==> config.mk <==
export PLATFORM = sky130hd
export DESIGN_NAME = unwind_code_rbp_push_offset
export DESIGN_NICKNAME = d
export VERILOG_FILES = /design/src/design/ucrpo_pkg.sv /design/src/design/ucrpo_step.sv /design/src/design/unwind_code_rbp_push_offset.sv
export SDC_FILE = /design/constraint.sdc
export NUM_CORES = 1
export LEC_CHECK = 0
export ABC_AREA = 1
export BUFFER_PORTS_ARGS = -buffer_cell sky130_fd_sc_hd__buf_2
export CAP_MARGIN = 20
export CORE_UTILIZATION = 55
export CTS_CLUSTER_SIZE = 25
export DETAILED_ROUTE_END_ITERATION = 7
export PLACE_DENSITY_LB_ADDON = 0.2
export SYNTH_ARGS = -nofsm -noshare
export SYNTH_HDL_FRONTEND = slang
export SYNTH_SLANG_ARGS = --single-unit
==> constraint.sdc <==
create_clock -name clk -period 7.6 [get_ports clk]
set_input_delay 1.52 -clock clk [delete_from_list [all_inputs] [get_ports clk]]
set_output_delay 1.52 -clock clk [all_outputs]
set_load 0.03 [all_outputs]
==> src/design/ucrpo_pkg.sv <==
// shared types and codes for the unwind-code rbp push offset scanner
package ucrpo_pkg;

  localparam int SlotW = 16;
  localparam int SumW  = 32;

  localparam logic [3:0] RegRsp = 4'd4;
  localparam logic [3:0] RegRbp = 4'd5;

  localparam logic [SumW-1:0] PushBytes    = 32'd8;
  localparam logic [SumW-1:0] MachFrameErr = 32'h48;
  localparam logic [SumW-1:0] MachFrame    = 32'h40;

  typedef enum logic [3:0] {
    OP_PUSH_NONVOL     = 4'd0,
    OP_ALLOC_LARGE     = 4'd1,
    OP_ALLOC_SMALL     = 4'd2,
    OP_SET_FPREG       = 4'd3,
    OP_SAVE_NONVOL     = 4'd4,
    OP_SAVE_NONVOL_BIG = 4'd5,
    OP_EPILOG          = 4'd6,
    OP_SPARE           = 4'd7,
    OP_SAVE_XMM        = 4'd8,
    OP_SAVE_XMM_BIG    = 4'd9,
    OP_PUSH_MACHFRAME  = 4'd10
  } unwind_op_t;

  typedef enum logic [2:0] {
    PK_NONE     = 3'd0,
    PK_LARGE16  = 3'd1,
    PK_LARGE_LO = 3'd2,
    PK_LARGE_HI = 3'd3,
    PK_SKIP1    = 3'd4,
    PK_NVBIG_A  = 3'd5,
    PK_XMMBIG_A = 3'd6
  } pending_t;

  typedef struct packed {
    logic [SumW-1:0]  offset_sum;
    logic [SumW-1:0]  rbp_push_offset;
    logic             rbp_seen;
    logic             aborted;
    pending_t         pending;
    logic [SlotW-1:0] low_half;
    logic             at_start;
  } scan_state_t;

  typedef struct packed {
    logic [SumW-1:0] rbp_offset;
    logic [SumW-1:0] stack_size;
    logic            valid_res;
  } scan_result_t;

  localparam scan_state_t StateClear = '{
    offset_sum:      '0,
    rbp_push_offset: '0,
    rbp_seen:        1'b0,
    aborted:         1'b0,
    pending:         PK_NONE,
    low_half:        '0,
    at_start:        1'b1
  };

endpackage

==> src/design/ucrpo_step.sv <==
// next-state and result logic for one unwind slot
module ucrpo_step
  import ucrpo_pkg::*;
(
  input  scan_state_t      st,
  input  logic [SlotW-1:0] slot,
  input  logic             has_slot,
  input  logic             chained,
  input  logic             last_slot,
  output scan_state_t      st_next,
  output logic             emit,
  output scan_result_t     res
);

  scan_state_t nx;
  logic [3:0]  op;
  logic [3:0]  info;
  logic [4:0]  info_inc;
  logic        valid;

  assign op       = slot[11:8];
  assign info     = slot[15:12];
  assign info_inc = {1'b0, info} + 5'd1;

  always_comb begin
    nx = st;
    if (st.at_start) begin
      nx.at_start = 1'b0;
      if (chained) begin
        nx.aborted = 1'b1;
      end
    end

    if (has_slot && !nx.aborted) begin
      unique case (st.pending)
        PK_LARGE16: begin
          nx.offset_sum = st.offset_sum + {13'd0, slot, 3'd0};
          nx.pending    = PK_NONE;
        end
        PK_LARGE_LO: begin
          if (last_slot) begin
            nx.aborted = 1'b1;
          end else begin
            nx.low_half = slot;
            nx.pending  = PK_LARGE_HI;
          end
        end
        PK_LARGE_HI: begin
          nx.offset_sum = st.offset_sum + {slot, st.low_half};
          nx.pending    = PK_NONE;
        end
        PK_SKIP1: begin
          nx.pending = PK_NONE;
        end
        PK_NVBIG_A: begin
          if (last_slot) begin
            nx.aborted = 1'b1;
          end else begin
            nx.pending = PK_SKIP1;
          end
        end
        PK_XMMBIG_A: begin
          nx.pending = PK_SKIP1;
        end
        default: begin
          unique case (op)
            OP_PUSH_NONVOL: begin
              if (info == RegRsp) begin
                nx.aborted = 1'b1;
              end else if (info == RegRbp && st.rbp_seen) begin
                nx.aborted = 1'b1;
              end else begin
                if (info == RegRbp) begin
                  nx.rbp_seen        = 1'b1;
                  nx.rbp_push_offset = st.offset_sum;
                end
                nx.offset_sum = st.offset_sum + PushBytes;
              end
            end
            OP_ALLOC_LARGE: begin
              if (last_slot) begin
                nx.aborted = 1'b1;
              end else begin
                nx.pending = (info == 4'd0) ? PK_LARGE16 : PK_LARGE_LO;
              end
            end
            OP_ALLOC_SMALL: begin
              nx.offset_sum = st.offset_sum + {24'd0, info_inc, 3'd0};
            end
            OP_SET_FPREG: begin
              nx.aborted = 1'b1;
            end
            OP_SAVE_NONVOL: begin
              if (info == RegRsp || last_slot) begin
                nx.aborted = 1'b1;
              end else begin
                nx.pending = PK_SKIP1;
              end
            end
            OP_SAVE_NONVOL_BIG: begin
              if (info == RegRsp || last_slot) begin
                nx.aborted = 1'b1;
              end else begin
                nx.pending = PK_NVBIG_A;
              end
            end
            OP_SAVE_XMM: begin
              nx.pending = PK_SKIP1;
            end
            OP_SAVE_XMM_BIG: begin
              nx.pending = PK_XMMBIG_A;
            end
            OP_PUSH_MACHFRAME: begin
              nx.offset_sum = st.offset_sum + ((info != 4'd0) ? MachFrameErr : MachFrame);
            end
            default: begin
            end
          endcase
        end
      endcase
    end
  end

  assign emit  = !has_slot || last_slot;
  assign valid = !nx.aborted && nx.rbp_seen && (nx.rbp_push_offset < nx.offset_sum);

  always_comb begin
    res.rbp_offset = valid ? nx.rbp_push_offset : '0;
    res.stack_size = nx.aborted ? '0 : nx.offset_sum;
    res.valid_res  = valid;
  end

  assign st_next = emit ? StateClear : nx;

endmodule

==> src/design/unwind_code_rbp_push_offset.sv <==
// top level of the unwind-code rbp push offset scanner
//
// Walks one x64 unwind-code list, one 16-bit slot per s_ transfer, and
// reports where rbp was pushed and the total frame size.
// Input channel s_: tdata carries the slot, tuser the has_slot and
// chained flags, tlast marks the final slot of a list. A transfer with
// tlast high, or with has_slot low, closes the list and yields one result.
// Output channel m_: tdata carries rbp_offset and stack_size, tuser
// carries valid_res. Lists that are chained or malformed give zeros.
// Pipeline: a slot is registered on transfer and processed from the input
// register, where the running offset update (one 32-bit add and compare)
// happens; the result is then registered in the output register for m_.
// Throughput is one slot per cycle, back to back across lists, unless a
// slot that closes a list meets a stall. When the receiver stalls, the
// result sits in the output register and one further slot may wait in the
// input register; slots that give no result keep flowing, a slot that
// closes a list waits for space. Reset clears the scan state to the start
// of a list and empties both registers.
module unwind_code_rbp_push_offset
  import ucrpo_pkg::*;
(
  input  logic        clk,
  input  logic        rst,
  input  logic        s_tvalid,
  output logic        s_tready,
  input  logic [15:0] s_tdata,  // [15:0] slot
  input  logic [1:0]  s_tuser,  // [0] has_slot, [1] chained
  input  logic        s_tlast,  // last_slot
  output logic        m_tvalid,
  input  logic        m_tready,
  output logic [63:0] m_tdata,  // [31:0] rbp_offset, [63:32] stack_size
  output logic [0:0]  m_tuser   // [0] valid_res
);

  logic             in_valid;
  logic [SlotW-1:0] in_slot;
  logic             in_has;
  logic             in_chained;
  logic             in_last;

  scan_state_t  st;
  scan_state_t  st_next;
  logic         emit;
  scan_result_t res;
  scan_result_t out_res;
  logic         out_valid;
  logic         out_free;
  logic         advance;

  ucrpo_step u_step (
    .st        (st),
    .slot      (in_slot),
    .has_slot  (in_has),
    .chained   (in_chained),
    .last_slot (in_last),
    .st_next   (st_next),
    .emit      (emit),
    .res       (res)
  );

  assign out_free = !out_valid || m_tready;
  // a slot that produces no result never waits on the output side
  assign advance  = in_valid && (!emit || out_free);
  assign s_tready = !in_valid || advance;

  always_ff @(posedge clk) begin
    if (rst) begin
      in_valid <= 1'b0;
    end else if (s_tready) begin
      in_valid <= s_tvalid;
    end
  end

  always_ff @(posedge clk) begin
    if (s_tready && s_tvalid) begin
      in_slot    <= s_tdata;
      in_has     <= s_tuser[0];
      in_chained <= s_tuser[1];
      in_last    <= s_tlast;
    end
  end

  always_ff @(posedge clk) begin
    if (rst) begin
      st <= StateClear;
    end else if (advance) begin
      st <= st_next;
    end
  end

  always_ff @(posedge clk) begin
    if (rst) begin
      out_valid <= 1'b0;
    end else if (advance && emit) begin
      out_valid <= 1'b1;
    end else if (m_tready) begin
      out_valid <= 1'b0;
    end
  end

  always_ff @(posedge clk) begin
    if (advance && emit) begin
      out_res <= res;
    end
  end

  assign m_tvalid = out_valid;
  assign m_tdata  = {out_res.stack_size, out_res.rbp_offset};
  assign m_tuser  = out_res.valid_res;

`ifndef NO_ASSERTIONS
  a_valid_res_order: assert property (@(posedge clk) disable iff (rst)
    (m_tvalid && m_tuser[0]) |-> (m_tdata[31:0] < m_tdata[63:32]))
    else $error("valid result with rbp offset not below frame size");

  a_invalid_zero: assert property (@(posedge clk) disable iff (rst)
    (m_tvalid && !m_tuser[0]) |-> (m_tdata[31:0] == 32'd0))
    else $error("invalid result carries a nonzero rbp offset");

  a_stall_cause: assert property (@(posedge clk) disable iff (rst)
    (in_valid && !advance) |-> (emit && out_valid && !m_tready))
    else $error("input stage held without an output stall");

  a_list_restart: assert property (@(posedge clk) disable iff (rst)
    (advance && emit) |=> (st.at_start && !st.aborted && st.pending == PK_NONE))
    else $error("scan state not cleared after a result");
`endif

endmodule

; ---- Word-level counts from Yosys, hierarchy flattened
; Cells that the tools add are included.
[word_totals]
output_inout_bits = 67
reg_bits = 172
elab_cells = 107
[classes]
order_cmp = 1
eq_ne = 22
muxes = 29
reduce_logical = 33
addsub = 6
[ops]
columns = operator, n
row1 = $pmux W32 S3, 2
row2 = $mux W65, 2
row3 = $mux W33, 3
row4 = $mux W86, 1
row5 = $mux W85, 1
row6 = $add A32 B32 Y32, 2
row7 = $add A32 B19 Y32, 1
row8 = $add A32 B4 Y32 const B, 1
row9 = $add A32 B8 Y32, 1
row10 = $lt A32 B32 Y1, 1
row11 = $mux W19, 1
row12 = $eq A4 B3 Y1 const B, 4
row13 = $mux W16, 1
row14 = $pmux W3 S5, 1
row15 = $ne A7 B7 Y1 const B, 2
row16 = $eq A4 B4 Y1 const B, 3
row17 = $mux W3, 4
row18 = $pmux W3 S4, 1
row19 = $reduce_bool A10 Y1, 1
row20 = $eq A3 B3 Y1 const B, 3
row21 = $eq A4 B2 Y1 const B, 2
row22 = $logic_not A4 Y1, 2
row23 = $mux W1, 8
row24 = $reduce_and A8 Y1, 1
row25 = 21 further kinds, 42

; ---- Logic depth before layout (Yosys ltp)
; Gate-level depths: netlist of the first run.
[depth]
depth_word = 10
ltp_mapped = 34

; ---- By module
; A second synthesis of the first run with hierarchy kept.
[unflattened]
hier_cells = 2257
hier_area_um2 = 14636.5
[by_module_without_submodules]
columns = mod, seq_area_each_um2, n_inst, area_per_inst_um2, cells_per_inst
row1 = ucrpo_step, 0.0, 1, 8115.3, 1595
row2 = unwind_code_rbp_push_offset, 4284.1, 1, 6521.3, 662

; ---- Worst setup path after synthesis of the first run
; No wires, ideal clock.
[synth_path]
kind = reg2reg
start = register in_slot[12]
end = register out_res, in the netlist m_tdata[12] (data pin)
slack_ns = 3.273
required_ns = 7.340
path_buffers = 1
t_arrival_ns = 4.067
stages_incl_launch_ff = 32
period_less_slack_ns = 4.327
setup_time_ns = 0.260
cell_sequence = edfxtp_1 inv_1 ha_1 inv_1 nor3_1 o21ai_0 ha_1 fa_1 nand2_1 nand2_1 nand2_1 nand2_1 nand2_1 nand2_1 inv_2 nor2_4 nand3_1 nand3_1 o21ai_1 nand2_1 nand4_1 inv_1 ha_1 nand2_1 inv_1 nand3_1 or3_1 nor4_1 nand2_2 nand2_4 buf_12 nor2_4
[synth_between]
elab_chain_cells = 10
word_cells_on_any_way = 28
[synth_lines]
columns = item, line
row1 = "start, declared", unwind_code_rbp_push_offset.sv:36  ; logic [SlotW-1:0] in_slot;
row2 = "start signal, assigned", unwind_code_rbp_push_offset.sv:76  ; in_slot <= s_tdata;
row3 = branches (longest 6 deep; another with $add A32 B8 Y32), -
row4 = $mux W85 *, ucrpo_step.sv:34  ; if (has_slot && !nx.aborted) begin
row5 = branches (longest 3 deep; another with $lt A32 B32 Y1), -
row6 = "end signal, assigned", unwind_code_rbp_push_offset.sv:103  ; out_res <= res;
row7 = "end, declared", unwind_code_rbp_push_offset.sv:45  ; scan_result_t out_res;
; Mark *: on every way between the ends. The select of a mux whose other input is x is not followed.
; A chain may end at the register's enable or synchronous reset.

; ---- Final worst setup path of the first run
[layout_path]
start = register in_slot[12]
end = register out_res, in the netlist m_tdata[1] (data pin)
; The elaborated chain is that of the path after synthesis.

==> results of run 1 <==
-- worst register-to-register path: cells and delay by family, from the launching register on --
kind | cells | cell delay (ns)
buf+inv | 5 | 0.51
flops | 1 | 0.53
compound gates | 2 | 0.31
simple gates | 19 | 2.93
fa+ha+maj | 4 | 1.14
-- layout by cell type, fill, tap and decap left out, types with 84 or more instances in the layout --
cell type / count
nand2_1: 602
inv_1: 231
a21oi_1: 195
nor2_1: 159
nand3_1: 159
o21ai_0: 97
buf_2: 89
dfxtp_1: 88
ha_1: 87
edfxtp_1: 84
-- worst max-delay path by stage --
stage,from,endpoint,cells after the start
finish,in_slot[12],m_tdata[1],30
global route,in_slot[12],m_tdata[2],30
CTS,in_slot[12],m_tdata[1],30
detailed placement,in_slot[12],m_tdata[1],30
global placement,in_slot[12],m_tdata[1],30
floorplan,in_slot[12],m_tdata[12],31
-- cell families after synthesis --
family	Yosys count	synth area share [%]
xor+xnor	5	0.3192
fa+ha+maj	90	8.371
compound gates	392	15.75
buf+inv	321	9.365
simple gates	1070	34.97
flops	172	31.22
-- layout make-up --
type / count / share of cell area, %
tap: 324 / 2.714
multi-input combinational: 1557 / 54.66
clock inverter: 15 / 1.324
timing repair buffer: 99 / 3.485
sequential: 172 / 28.69
clock buffer: 17 / 2.849
inverter: 250 / 6.284
-- flip-flops by register name, summed over array words and instances, names as in the netlist --
signal,cells
in_last,1
in_has,1
m_tvalid,1
in_chained,1
st,86
in_slot,16
m_tuser,1
in_valid,1
m_tdata,64
-- per-layer routing --
layer,track usage [%],up-vias
met2,57.77,759
li1,-,6926
met4,17.36,0
met3,6.338,133
met5,0,-
met1,50.37,6664
-- power breakdown --
part / internal (mW) / switching [mW]
Combinational: 0.0471 / 0.155
Clock: 0.478 / 0.453
Sequential: 0.991 / 0.0188
Total: 1.52 / 0.626
-- stage by stage --
step / hold slack, ns / setup WS [ns]
floorplan: 0.4422 / 3.273
global placement: 0.4513 / 2.247
detailed placement: 0.4551 / 2.107
CTS: 0.4670 / 1.969
global route: 0.4873 / 1.363
finish: 0.4659 / 1.904
==> metrics.cfg, run 1 <==
[run_status]
status=completed

[routing]
drc_errors=0
dr.pass1.iters=6
ant_nets=0
wl_met1_mm=19.77
routed_wl_mm=47.46
vias=14480
wl_per_cell_um=19.50
wl_met2_mm=20.78
drtIter0Drc=1821
viasPerCell=5.950
wl_met3_mm=4.662
routed.top_layer=met4

[global_route]
grt_pass1_vias=13390
grt_start_max_net_pins=89
grt_pass1_wl_mm=73.73
antenna_found_initial=0
grt_usage_pct=37.19
grt-ovfl-total=0

[flow_run]
maxCapViolCount=0

[finish]
nets=2210
antenna_cells=0
final_area_mm2=0.01493
n_fill_cell=2353
area.sequential_mm2=0.004284
syn_to_final_growth_pct=8.845
utilization_pct=61.23
drive_above_1_share_pct=10.47
instances_no_fill=2434
multi_input_area_mm2=0.008163

[placement]
port_buffers=89
place_congestion=1.026
dpl_cell_area_mm2=0.01431
dp.cells=2402
dp_hpwl_mm=36.61

[logic_synthesis]
yosysTopAreaCellShare_pct=18.38
synth_area_mm2=0.01372
ys_warn_count=0
synth_edf_count=84
synth.top_cells.by_count=602 x nand2_1, 232 x inv_1, 195 x a21oi_1
avgSynthCellArea_um2=6.693
netlist_instances=2050
yosysTopAreaCell=edfxtp_1
synth_fp_nets=2163
synth.distinct_cells=54
synth_most_common_cell=nand2_1
ys_ff_latch=172
synth_ff_type=dfxtp_1
ys_seq_area_share_pct=31.22
ys_top_cells_by_area=edfxtp_1 18%, nand2_1 16%, dfxtp_1 13%, ha_1 7.9%, a21oi_1 7.1%
synthArstFlopShare_pct=0

[clock_tree]
path_clk_slew_ns=0.08
clockRootBuffer=clkbuf_16
cts_setup_buffers=0
cts_tree=yes
clkSinkCount=172
htreeDepth=4
hold_buffers=0
clk_latency_ns=0.44
cts_buffers=17
cts_resized=0
clk_path_buf_depth=2

[floorplanning]
dieArea_mm2=0.02558
start_util_pct=56.25
fp.dieH_um=159.9
die_x_um=159.9
num_io_pins=90
core_area_mm2=0.02439
rows=57

[critical_path]
slowest_delay_ns=0.68
crit_family=simple AND/OR/NAND/NOR gates
crit_path_frequent_cell=nand2_1
worstSetupEndpointType=flop
reg2reg_to=m_tdata[1]
worstReg2RegStart=in_slot[12]
cp_data_required_time_ns=7.76
worst-setup-path-type=flop to flop
slowest_stage=nand2_4
reg2reg_slack_ns=1.90
reg2regPathDepth=30
start_kind=flop
crit_path_max_fanout=33
arrival_ns=5.86
worst-path-buf-inv=5

[timing]
hold_viol_final=0
final.period_utilization_pct=74.95
slew_violations=0
finalCriticalPeriod_ns=5.696
fmaxAchievable_mhz=175.6
setup_tns_ns=0
setup_viol=0
relSlewSlack_pct=24.17
rsz0062_at_grt=false
fin_skew_ns=0.01954
worstMarginPinSlew_ns=1.133

[power]
p_leak_nw=6.630
power_mw=2.142
p_per_area_mw_per_mm2=143.4
ir_drop_mv=0.1748

[worst_hold_path]
hold_path_end=st[38]
hold_path.class=flop to flop
min_from=st[38]
hold_path_depth=2

Note: power is estimated with default switching activity, not from simulation.
==> inputs of run 2 (changes only) <==
Clock period 7.6 ns to 4.7 ns, I/O delays scaled along.
==> run 2 against run 1 <==
Compared with the run above:
- utilization up 4.4 points
- count of clock-buffer cells in the layout unchanged
- hold slack better by 0.0024 ns
- cell count up 3.9%
- clock skew down 0.0050 ns
- sequential share of layout area down 1.9 points
- critical path depth up 4
- critical path type unchanged
- largest power group unchanged
- highest routed layer unchanged
==> metrics.cfg, run 2 (synthesized netlist as in run 1, its figures left out) <==
[clock_tree]
clk_latency_ns=0.45  ; was 0.44 ns
cts_tree=yes  ; unchanged
clockRootBuffer=clkbuf_16  ; unchanged
htreeDepth=4  ; unchanged
clkSinkCount=172  ; unchanged
clk_path_buf_depth=2  ; unchanged
cts_buffers=17  ; unchanged
path_clk_slew_ns=0.09  ; was 0.08 ns

[critical_path]
startpoint=in_slot[12]  ; unchanged
slowest_stage=edfxtp_1  ; was nand2_4
worstSetupEndpointType=flop  ; unchanged
worstReg2RegStart=in_slot[12]  ; unchanged
arrival_ns=4.96  ; was 5.86 ns
start_kind=flop  ; unchanged
worst-setup-path-type=flop to flop  ; unchanged
crit_path_max_fanout=7  ; was 33
crit_path_frequent_cell=nand2_1  ; unchanged
cp_data_required_time_ns=5.01  ; was 7.76 ns
slowest_delay_ns=0.42  ; was 0.68 ns

[timing]
slew_violations=0  ; unchanged
hold_viol_final=0  ; unchanged
final.period_utilization_pct=99.04  ; was 74.95%
setup_viol=0  ; unchanged
finalCriticalPeriod_ns=4.655  ; was 5.696 ns
finalWorstSetupSlack_ns=0.04506  ; was 1.904 ns
holdWs_ns=0.4683  ; was 0.4659 ns
relSlewSlack_pct=46.26  ; was 24.17%
setup_tns_ns=0  ; unchanged
worstMarginPinSlew_ns=0.8052  ; was 1.133 ns
fmaxAchievable_mhz=214.8  ; was 175.6 MHz
fin_skew_ns=0.01451  ; was 0.01954 ns

[finish]
final_cell_mix=587 x nand2_1, 225 x inv_1, 192 x a21oi_1  ; was 602 x nand2_1, 231 x inv_1, 195 x a21oi_1
utilization_pct=65.68  ; was 61.23%
instances_no_fill=2528  ; was 2,434
area.sequential_mm2=0.004285  ; was 0.004284 mm2
antenna_cells=0  ; unchanged
largest_reg_flops=86  ; unchanged
syn_to_final_growth_pct=16.75  ; was 8.845%
drive_above_1_share_pct=16.56  ; was 10.47%
n_fill_cell=2146  ; was 2,353
multi_input_area_mm2=0.008404  ; was 0.008163 mm2
final_common_cell=nand2_1  ; unchanged
nets=2304  ; was 2,210
largest-register=st  ; unchanged

[routing]
wl_per_cell_um=20.30  ; was 19.50 um
drc_errors=0  ; unchanged
ant_nets=0  ; unchanged
dr.pass1.iters=5  ; was 6
vias=15110  ; was 14,480
routed_wl_mm=51.32  ; was 47.46 mm
viasPerCell=5.977  ; was 5.950
drtIter0Drc=1931  ; was 1,821

[global_route]
antenna_found_initial=1  ; was 0
grt_pass1_wl_mm=76.97  ; was 73.73 mm
grt-ovfl-total=0  ; unchanged
grt_start_max_net_pins=64  ; was 89
grt_usage_pct=39.31  ; was 37.19%
grt_pass1_vias=13760  ; was 13,390

[power]
ir_drop_mv=0.1921  ; was 0.1748 mV
p_seq_share_pct=45.8  ; was 47.1%
power_frac_comb_pct=10.8  ; was 9.4%
p_sw_share_pct=31.00  ; was 29.24%
p_per_area_mw_per_mm2=221.1  ; was 143.4 mW/mm2
p_clk_share_pct=43.4  ; was 43.5%
p_leak_nw=7.219  ; was 6.630 nW
p_int_mw=2.444  ; was 1.516 mW
switching_power_mw=1.098  ; was 0.6264 mW

[placement]
dp_hpwl_mm=39.52  ; was 36.61 mm
pre_cts_ws_ns=0.05890  ; was 2.107 ns
dp.cells=2482  ; was 2,402
place_congestion=1.029  ; was 1.026
port_buffers=89  ; unchanged

[floorplanning]
dieArea_mm2=0.02558  ; unchanged
fp.dieH_um=159.9  ; unchanged
start_util_pct=56.25  ; unchanged
die_x_um=159.9  ; unchanged
num_io_pins=90  ; unchanged
rows=57  ; unchanged
core_area_mm2=0.02439  ; unchanged

[run_status]
status=completed  ; unchanged

[worst_hold_path]
hold_path.class=flop to flop  ; unchanged
min_from=st[52]  ; was st[38]

[flow_run]
maxCapViolCount=0  ; unchanged

## run 2: final timing paths
| kind | slack [ns] | to | cells after the start |
|---|---|---|---|
| setup / recovery | 0.05 | m_tdata[1] | 34 |
| hold / removal | 0.47 | st[52] | 2 |
| setup reg to reg | 0.05 | m_tdata[1] | 34 |
| hold reg to reg | 0.47 | st[52] | 2 |
## run 2: layout make-up
| cell class | count | area share (%) |
|---|---|---|
| Inverter | 250 | 5.858 |
| Tap cell | 324 | 2.531 |
| Timing Repair Buffer | 193 | 8.451 |
| Clock buffer | 17 | 2.656 |
| Clock inverter | 15 | 1.289 |
| Multi-Input combinational cell | 1557 | 52.46 |
| Sequential cell | 172 | 26.75 |
## run 2: stage by stage
stage                     cell area [um2]  total power [mW]
after global routing                16020             3.619
after global placement              14970             2.007
after floorplan                     13720             1.876
after CTS                           15610             3.520
after detailed placement            14970             2.012
final                               16020             3.541
## run 2: metal layers
metal  global-route usage, %  wire, um
met2                   61.62     22850
met3                   7.351      5898
met4                   16.62      2173
met1                   53.03     20400
met5                       0         0
## run 2: power groups by stage
stage	Clock, mW	Combinational (mW)	Sequential (mW)
2_1_floorplan	0	0.182	1.69
3_3_place_gp	0	0.354	1.65
5_1_grt	1.59	0.406	1.62
4_1_cts	1.54	0.359	1.62
3_5_place_dp	0	0.358	1.65
6_report	1.54	0.382	1.62
## run 2: what timing repair did
| action | in CTS | in global routing |
|---|---|---|
| setup endpoints to repair | 0 | 33 |
| hold buffers | 0 | 0 |
| buffers inserted | 0 | 10 |
| gates resized for setup | 0 | 65 |
## run 2: worst max-delay path: cells and delay by family, from the launching register on
kind | cells | cell delay (ns)
buffers and inverters | 6 | 0.54
AO/OA/AOI/OAI | 3 | 0.42
AND/OR/NAND/NOR | 21 | 2.03
adder cells (fa/ha/maj) | 4 | 1.09
flip-flops | 1 | 0.42
